**config.mk**
```make
export PLATFORM = sky130hd
export DESIGN_NAME = bracket_balance_checker_unit
export DESIGN_NICKNAME = d
export VERILOG_FILES = /design/src/hdl/bbc_pkg.sv /design/src/hdl/bbc_front.sv /design/src/hdl/bbc_queue.sv /design/src/hdl/bbc_back.sv /design/src/hdl/bracket_balance_checker_unit.sv
export SDC_FILE = /design/constraint.sdc
export NUM_CORES = 2
export LEC_CHECK = 0
export BUFFER_PORTS_ARGS = -buffer_cell sky130_fd_sc_hd__clkbuf_2
export CAP_MARGIN = 20
export CORE_MARGIN = 2
export CORE_UTILIZATION = 45
export CTS_BUF_LIST = sky130_fd_sc_hd__clkbuf_8 sky130_fd_sc_hd__clkbuf_16
export DETAILED_ROUTE_END_ITERATION = 8
export PLACE_DENSITY = 0.57
export SLEW_MARGIN = 20
export SYNTH_ARGS = -nofsm -noshare
export SYNTH_HDL_FRONTEND = slang
export SYNTH_SLANG_ARGS = --single-unit
```
**constraint.sdc**
```tcl
create_clock -name aclk -period 80 [get_ports aclk]
set_input_delay 20 -clock aclk [delete_from_list [all_inputs] [get_ports aclk]]
set_output_delay 20 -clock aclk [all_outputs]
set_load 0.1 [all_outputs]
```
**src/hdl/bbc_pkg.sv**
```systemverilog
// Shared types, constants and the character classifier for the bracket checker.
`timescale 1ns / 1ps

package bbc_pkg;

    localparam int DEFAULT_STACK_DEPTH = 1024;
    localparam int QUEUE_DEPTH         = 4;

    localparam logic [7:0] CHAR_OPEN_ROUND   = 8'h28;  // '('
    localparam logic [7:0] CHAR_CLOSE_ROUND  = 8'h29;  // ')'
    localparam logic [7:0] CHAR_OPEN_SQUARE  = 8'h5B;  // '['
    localparam logic [7:0] CHAR_CLOSE_SQUARE = 8'h5D;  // ']'

    typedef enum logic {
        OP_CHAR = 1'b0,
        OP_EOL  = 1'b1
    } op_t;

    typedef enum logic {
        KIND_ROUND  = 1'b0,
        KIND_SQUARE = 1'b1
    } kind_t;

    typedef enum logic [1:0] {
        VERDICT_YES      = 2'd0,
        VERDICT_NO       = 2'd1,
        VERDICT_OVERFLOW = 2'd2
    } verdict_t;

    typedef enum logic [2:0] {
        CMD_OPEN_ROUND   = 3'd0,
        CMD_OPEN_SQUARE  = 3'd1,
        CMD_CLOSE_ROUND  = 3'd2,
        CMD_CLOSE_SQUARE = 3'd3,
        CMD_CLOSE_OTHER  = 3'd4,
        CMD_EOL          = 3'd5
    } cmd_t;

    // Handshake bundle for the command stream between front, queue and back.
    typedef struct packed {
        logic valid;
        cmd_t cmd;
    } cmd_stream_t;

    function automatic cmd_t classify(input logic op, input logic [7:0] ch);
        cmd_t c;
        if (op == OP_EOL)                  c = CMD_EOL;
        else if (ch == CHAR_OPEN_ROUND)    c = CMD_OPEN_ROUND;
        else if (ch == CHAR_OPEN_SQUARE)   c = CMD_OPEN_SQUARE;
        else if (ch == CHAR_CLOSE_ROUND)   c = CMD_CLOSE_ROUND;
        else if (ch == CHAR_CLOSE_SQUARE)  c = CMD_CLOSE_SQUARE;
        else                               c = CMD_CLOSE_OTHER;
        return c;
    endfunction

endpackage

```
**src/hdl/bbc_front.sv**
```systemverilog
// Front stage: accept input transactions and register their classified command.
`timescale 1ns / 1ps

module bbc_front import bbc_pkg::*; (
    input  logic        aclk,
    input  logic        aresetn,
    input  logic        s_valid,
    output logic        s_ready,
    input  logic        s_op,
    input  logic [7:0]  s_ch,
    output cmd_stream_t cmd_out,
    input  logic        cmd_ready
);

    logic cmd_valid_reg, cmd_valid_next;
    cmd_t cmd_reg, cmd_next;

    // Advance when the stage is empty or its command moves on.
    assign s_ready = !cmd_valid_reg || cmd_ready;

    always_comb begin
        cmd_valid_next = cmd_valid_reg;
        cmd_next       = cmd_reg;
        if (s_ready) begin
            cmd_valid_next = s_valid;
            if (s_valid) begin
                cmd_next = classify(s_op, s_ch);
            end
        end
    end

    always_ff @(posedge aclk) begin
        if (!aresetn) begin
            cmd_valid_reg <= 1'b0;
        end else begin
            cmd_valid_reg <= cmd_valid_next;
        end
        cmd_reg <= cmd_next;
    end

    assign cmd_out.valid = cmd_valid_reg;
    assign cmd_out.cmd   = cmd_reg;

endmodule

```
**src/hdl/bbc_queue.sv**
```systemverilog
// Short command queue that decouples the front stage from the stack engine.
`timescale 1ns / 1ps

module bbc_queue import bbc_pkg::*; (
    input  logic        aclk,
    input  logic        aresetn,
    input  cmd_stream_t in_cmd,
    output logic        in_ready,
    output cmd_stream_t out_cmd,
    input  logic        out_ready
);

    localparam int PW = $clog2(QUEUE_DEPTH);
    localparam int CW = $clog2(QUEUE_DEPTH + 1);

    cmd_t           slot_mem [QUEUE_DEPTH];
    logic [PW-1:0]  wr_ptr_reg, wr_ptr_next;
    logic [PW-1:0]  rd_ptr_reg, rd_ptr_next;
    logic [CW-1:0]  count_reg, count_next;
    logic           push, pop;

    assign in_ready      = count_reg != CW'(QUEUE_DEPTH);
    assign out_cmd.valid = count_reg != '0;
    assign out_cmd.cmd   = slot_mem[rd_ptr_reg];

    assign push = in_cmd.valid && in_ready;
    assign pop  = out_cmd.valid && out_ready;

    always_comb begin
        wr_ptr_next = push ? wr_ptr_reg + 1'b1 : wr_ptr_reg;
        rd_ptr_next = pop ? rd_ptr_reg + 1'b1 : rd_ptr_reg;
        count_next  = count_reg;
        if (push && !pop) begin
            count_next = count_reg + 1'b1;
        end else if (pop && !push) begin
            count_next = count_reg - 1'b1;
        end
    end

    always_ff @(posedge aclk) begin
        if (!aresetn) begin
            wr_ptr_reg <= '0;
            rd_ptr_reg <= '0;
            count_reg  <= '0;
        end else begin
            wr_ptr_reg <= wr_ptr_next;
            rd_ptr_reg <= rd_ptr_next;
            count_reg  <= count_next;
        end
        if (push) begin
            slot_mem[wr_ptr_reg] <= in_cmd.cmd;
        end
    end

endmodule

```
**src/hdl/bbc_back.sv**
```systemverilog
// Stack engine: execute commands on the kind stack and register the verdicts.
`timescale 1ns / 1ps

module bbc_back import bbc_pkg::*; #(
    parameter int STACK_DEPTH = DEFAULT_STACK_DEPTH
) (
    input  logic        aclk,
    input  logic        aresetn,
    input  cmd_stream_t cmd_in,
    output logic        cmd_ready,
    output logic        m_valid,
    input  logic        m_ready,
    output logic [1:0]  m_verdict
);

    localparam int AW = (STACK_DEPTH > 1) ? $clog2(STACK_DEPTH) : 1;
    localparam int DW = $clog2(STACK_DEPTH + 1);

    logic           stack_mem [STACK_DEPTH];
    logic [DW-1:0]  depth_reg, depth_next;
    logic           failed_reg, failed_next;
    logic           overflow_reg, overflow_next;
    kind_t          top_reg, top_next;
    kind_t          below_reg;
    logic           m_valid_reg, m_valid_next;
    verdict_t       verdict_reg, verdict_next;
    logic           out_free, take, busy_line, push;
    logic [DW-1:0]  below_idx;
    logic [AW-1:0]  rd_addr, wr_addr;
    kind_t          push_kind;
    verdict_t       line_verdict;

    assign out_free  = !m_valid_reg || m_ready;
    assign cmd_ready = (cmd_in.cmd != CMD_EOL) || out_free;
    assign take      = cmd_in.valid && cmd_ready;
    assign busy_line = failed_reg || overflow_reg;

    always_comb begin
        if (overflow_reg)                         line_verdict = VERDICT_OVERFLOW;
        else if (failed_reg || depth_reg != '0)   line_verdict = VERDICT_NO;
        else                                      line_verdict = VERDICT_YES;
    end

    always_comb begin
        depth_next    = depth_reg;
        failed_next   = failed_reg;
        overflow_next = overflow_reg;
        top_next      = top_reg;
        m_valid_next  = m_ready ? 1'b0 : m_valid_reg;
        verdict_next  = verdict_reg;
        push          = 1'b0;
        push_kind     = KIND_ROUND;
        if (take) begin
            unique case (cmd_in.cmd)
                CMD_EOL: begin
                    m_valid_next  = 1'b1;
                    verdict_next  = line_verdict;
                    depth_next    = '0;
                    failed_next   = 1'b0;
                    overflow_next = 1'b0;
                end
                CMD_OPEN_ROUND, CMD_OPEN_SQUARE: begin
                    push_kind = (cmd_in.cmd == CMD_OPEN_SQUARE) ? KIND_SQUARE : KIND_ROUND;
                    if (!busy_line) begin
                        if (depth_reg == DW'(STACK_DEPTH)) begin
                            overflow_next = 1'b1;
                        end else begin
                            push       = 1'b1;
                            top_next   = push_kind;
                            depth_next = depth_reg + 1'b1;
                        end
                    end
                end
                CMD_CLOSE_ROUND, CMD_CLOSE_SQUARE, CMD_CLOSE_OTHER: begin
                    if (!busy_line) begin
                        if (depth_reg == '0) begin
                            failed_next = 1'b1;
                        end else begin
                            // Pop: the entry below the top is already prefetched.
                            depth_next = depth_reg - 1'b1;
                            top_next   = below_reg;
                            if ((cmd_in.cmd == CMD_CLOSE_SQUARE && top_reg == KIND_ROUND) ||
                                (cmd_in.cmd == CMD_CLOSE_ROUND && top_reg == KIND_SQUARE)) begin
                                failed_next = 1'b1;
                            end
                        end
                    end
                end
                default: begin
                    depth_next = depth_reg;
                end
            endcase
        end
    end

    // Prefetch the entry just below the next top; wraps harmlessly when shallow.
    assign below_idx = depth_next - DW'(2);
    assign rd_addr   = below_idx[AW-1:0];
    assign wr_addr   = depth_reg[AW-1:0];

    always_ff @(posedge aclk) begin
        if (push) begin
            stack_mem[wr_addr] <= push_kind;
        end
        below_reg <= kind_t'(stack_mem[rd_addr]);
    end

    always_ff @(posedge aclk) begin
        if (!aresetn) begin
            depth_reg    <= '0;
            failed_reg   <= 1'b0;
            overflow_reg <= 1'b0;
            m_valid_reg  <= 1'b0;
        end else begin
            depth_reg    <= depth_next;
            failed_reg   <= failed_next;
            overflow_reg <= overflow_next;
            m_valid_reg  <= m_valid_next;
        end
        top_reg     <= top_next;
        verdict_reg <= verdict_next;
    end

    assign m_valid   = m_valid_reg;
    assign m_verdict = verdict_reg;

`ifndef ASSERT_OFF
    a_depth_bound: assert property (@(posedge aclk) disable iff (!aresetn)
        depth_reg <= DW'(STACK_DEPTH))
        else $error("stack depth beyond capacity");

    a_overflow_full: assert property (@(posedge aclk) disable iff (!aresetn)
        overflow_reg |-> depth_reg == DW'(STACK_DEPTH))
        else $error("overflow flagged on a stack that is not full");

    a_eol_clears: assert property (@(posedge aclk) disable iff (!aresetn)
        take && cmd_in.cmd == CMD_EOL |=> m_valid_reg && depth_reg == '0
                                          && !failed_reg && !overflow_reg)
        else $error("end of line did not post a verdict and clear the line");

    a_eol_waits: assert property (@(posedge aclk) disable iff (!aresetn)
        cmd_in.valid && cmd_in.cmd == CMD_EOL && m_valid_reg && !m_ready |-> !take)
        else $error("end of line consumed while a verdict is still pending");
`endif

endmodule

```
**src/hdl/bracket_balance_checker_unit.sv**
```systemverilog
// Top level of the bracket balance checker: front stage, command queue, stack engine.
`timescale 1ns / 1ps
//
//  Channel  Direction  Handshake          Payload
//  s_       in         s_valid / s_ready  s_op (1: end of line), s_ch (8-bit byte)
//  m_       out        m_valid / m_ready  m_verdict (0 balanced, 1 unbalanced, 2 overflow)
//
//  Sustains one input transaction per cycle unless a stalled m_ backs up the queue;
//  the stack engine takes every item, push or pop, back to back, keeps the top entry
//  in a register, and prefetches the entry below from the memory's registered read port.
//  Each verdict reaches m_ via the front register, a queue slot and the output register.
//  Reset (aresetn low, synchronous) empties the front stage, the queue and the
//  output register and clears depth and flags; the stack memory is not cleared.
//  A stalled m_ channel holds only end-of-line commands; characters ahead of one keep
//  draining from the queue, and s_ready drops once the queue and front stage fill.

module bracket_balance_checker_unit import bbc_pkg::*; #(
    parameter int STACK_DEPTH = DEFAULT_STACK_DEPTH
) (
    input  logic       aclk,
    input  logic       aresetn,
    input  logic       s_valid,
    output logic       s_ready,
    input  logic       s_op,
    input  logic [7:0] s_ch,
    output logic       m_valid,
    input  logic       m_ready,
    output logic [1:0] m_verdict
);

    cmd_stream_t front_cmd;
    cmd_stream_t queue_cmd;
    logic        queue_in_ready;
    logic        back_ready;

    // Classify each transaction and hold it in a register until the queue takes it.
    bbc_front u_front (
        .aclk      (aclk),
        .aresetn   (aresetn),
        .s_valid   (s_valid),
        .s_ready   (s_ready),
        .s_op      (s_op),
        .s_ch      (s_ch),
        .cmd_out   (front_cmd),
        .cmd_ready (queue_in_ready)
    );

    // Decouple the front from the engine so either side may stall alone.
    bbc_queue u_queue (
        .aclk      (aclk),
        .aresetn   (aresetn),
        .in_cmd    (front_cmd),
        .in_ready  (queue_in_ready),
        .out_cmd   (queue_cmd),
        .out_ready (back_ready)
    );

    // Execute pushes, pops and end-of-line verdicts.
    bbc_back #(
        .STACK_DEPTH (STACK_DEPTH)
    ) u_back (
        .aclk      (aclk),
        .aresetn   (aresetn),
        .cmd_in    (queue_cmd),
        .cmd_ready (back_ready),
        .m_valid   (m_valid),
        .m_ready   (m_ready),
        .m_verdict (m_verdict)
    );

endmodule

```
==> reports/metrics.yaml <==
synth:
  synth_edf_count: 1042
  synth-async-reset-ratio: 0
  synth_top_family_by_area: "simple AND/OR/NAND/NOR gates"
  synth_compound_area_frac: 0.0561
  ys_seq_area_frac: 0.659
  syn_inst: 4015
  synthMuxAreaShare: 0.0772
  yosys.area.top_type: "edfxtp_1"
  synth_xor_area_frac: 0.00324
  synthAdderAreaFrac: 0.00327
  synthesis.nets: 4040
  synth_area_leaders: "edfxtp_1 65%, nor2_1 8.4%, mux4_2 5.0%, nand2_1 4.2%, mux2i_1 2.5%"
  synth_ff_type: "edfxtp_1"
  synthSimpleGateAreaFrac: 0.164
  yosys-top-cells-count: "1,079 x nor2_1, 1,042 x edfxtp_1, 538 x nand2_1, 259 x clkbuf_1, 184 x nand3_1"
  syn_avg_cell_area_um2: 12.0
  ys_types: 99
  synth_top_cell_area_share: 0.648
  synthMostInstantiatedCell: "nor2_1"
  syn_area_um2: 48300
  ys_seq_elements: 1067
  synth_warnings: 0
sta:
  fin_crit_sh: 0.326
  grt_setup_unrepaired: "no"
  min_period_ns: 26.07
  max_freq_mhz: 38.4
  tightest_slew_ns: 1.20
  setup-tns-final_ns: 0
  hold_slack_ns: 0.496
  clock_skew_ns: 0.0384
  hold_viol: 0
  relSlewSlack: 0.203
  finalSetupViolations: 0
  slew_violations: 0
setup_path:
  critPathRequiredTime_ns: 80.58
  crit_path_end_kind: "flop"
  crit_path_start_kind: "input pin"
  reg2reg_depth: 22
  crit_type: "input pin to flop"
  worstPathMaxFanout: 45
  crit_arrival_ns: 26.65
min_path:
  hp-class: "flop to flop"
  hold_depth: 0
power:
  comb_power_share: 0.281
  power_w: 0.00159
  intPower_w: 0.00105
  pwr-share-clk: 0.321
  p_switching_w: 0.000535
  power.leakage_nw: 17.7
  seq_power_share: 0.398
  pwr_density_cell_nw_per_um2: 30.0
  netSwitchingFraction: 0.337
  ir_drop_uv: 24.4
placed_design:
  dp_hpwl_um: 72900
  placed_area_um2: 49200
  portBuffers: 16
  gp_congestion: 0.865
finish:
  seqCellArea_um2: 31800
  largest_reg_flops: 1024
  nets: 3866
  fillers: 9530
  final_cell_area_um2: 52900
  final_util: 0.495
  multiInputGateArea_um2: 15000
  drive_above_1_share: 0.114
  syn2layout_area_growth_pct: 9.55
global_routing:
  track_usage: 0.264
  grt_first_pass_wirelength_um: 213000
  grt_pass1_vias: 30666
  overflow: 0
  grt_max_degree: 268
  antenna_found_initial: 3
floorplanning:
  dieArea_um2: 110000
  die_w_um: 331
  start_util: 0.452
  io_pins: 17
  chipHeight_um: 331
  rows: 120
  core-area_um2: 107000
run:
  cap_violations: 0
clocking:
  post_cts_resized: 0
  postCtsHoldBufs: 0
  cts_buffers: 114
  cts_buffer_depth: 3
  postCtsSetupBuffers: 0
  htree_levels: 3
  cts-root-buf: "clkbuf_16"
  cts_sinks: 1067
  clk_pin_slew_worst_paths_ns: 0.06
  clock_latency_ns: 0.73
  cts_tree: "built"
detailed_routing:
  drt_wl_total_um: 147000
  final_antenna_net_count: 0
  drc: 0
  routed-via-count: 32405
  drt_iter0_drc: 4409
  routedWlPerCell_um: 27.5
  dr.pass1.iters: 6
  vias_per_cell: 6.07
outcome:
  status: "finished, final reports clean"
-- final cells by class --
| type | count | area share |
|---|---|---|
| Multi-Input combinational cell | 2561 | 0.285 |
| Sequential cell | 1067 | 0.601 |
| Clock buffer | 122 | 0.0560 |
| Timing Repair Buffer | 77 | 0.0115 |
| Antenna cell | 1 | 0.0000473 |
| Tap cell | 1403 | 0.0332 |
| Inverter | 20 | 0.00147 |
| Clock inverter | 90 | 0.0118 |
-- through the flow --
step	std cells	setup slack (ns)
detailed placement	5126	53.33
global route	5340	53.68
floorplan	4015	50.10
finish	5341	53.93
global placement	5125	53.38
CTS	5338	54.09
-- worst max-delay path, cell delays in order --
cell and delay [ns]:
clkbuf_2 0.10, and3b_1 0.20, a221oi_4 0.39, o21a_1 0.45, o221ai_1 0.20, a22o_1 0.31, inv_1 0.17, ha_2 0.29
nand2_1 0.06, or3_1 0.40, o2111ai_4 0.12, buf_4 0.48, buf_4 0.65, buf_4 0.58, mux4_2 0.40, mux2_2 0.28
a2111oi_0 0.71, o21a_1 0.38, o311ai_0 0.14, a41oi_1 0.20, a311oi_1 0.07
-- placed cells by master (no fill, tap or decap), types with 9 or more instances in the layout --
cell	n
a311oi_1	35
dfxtp_1	25
clkinv_2	20
a31oi_1	36
inv_1	53
a21oi_1	51
xor2_1	9
nand2_2	38
a211oi_1	38
nand2_4	24
nand3_1	184
a21boi_0	25
and2_1	21
clkbuf_2	16
nand4_1	14
edfxtp_1	1042
mux4_2	108
o211ai_1	14
a22oi_1	10
o21ai_0	10
clkbuf_16	114
and3_1	37
nand2_1	479
clkinv_1	23
nor3_1	14
a2111oi_0	16
mux2i_1	120
a32oi_1	12
o22ai_1	11
nor2_1	1073
a221oi_1	12
ha_1	10
buf_4	53
-- power groups by stage --
stage / Clock [W] / Sequential, W / Combinational [W]
2_1_floorplan: 0 / 0.000667 / 0.000295
3_3_place_gp: 0 / 0.000643 / 0.000439
3_5_place_dp: 0 / 0.000643 / 0.000439
4_1_cts: 0.000515 / 0.000632 / 0.000440
5_1_grt: 0.000534 / 0.000632 / 0.000469
6_report: 0.000510 / 0.000632 / 0.000447
-- metal layers --
metal | wire, um | share of wire | global-route usage
met3 | 12700 | 0.087 | 0.0388
met2 | 69000 | 0.47 | 0.426
met5 | 0 | 0 | 0
met1 | 59700 | 0.41 | 0.368
met4 | 5450 | 0.037 | 0.0877
-- worst paths after layout --
path	start	end	slack [ns]
setup / recovery	m_ready	u_back.below_reg	53.93
hold / removal	u_front.cmd_reg[1]	u_queue.slot_mem[0][1]	0.50
setup reg to reg	u_back.depth_reg[1]	u_back.below_reg	72.24
hold reg to reg	u_front.cmd_reg[1]	u_queue.slot_mem[0][1]	0.50
-- kinds of logic (layout without fill, tap and decap cells) --
kind of cell | Yosys count | in the layout
mux | 236 | 236
flops | 1067 | 1067
xor+xnor | 17 | 17
other cells | 0 | 1
simple gates | 1942 | 1942
buf+inv | 387 | 309
compound gates | 354 | 354
fa+ha+maj | 12 | 12
Power figures use the tool's default switching activity.
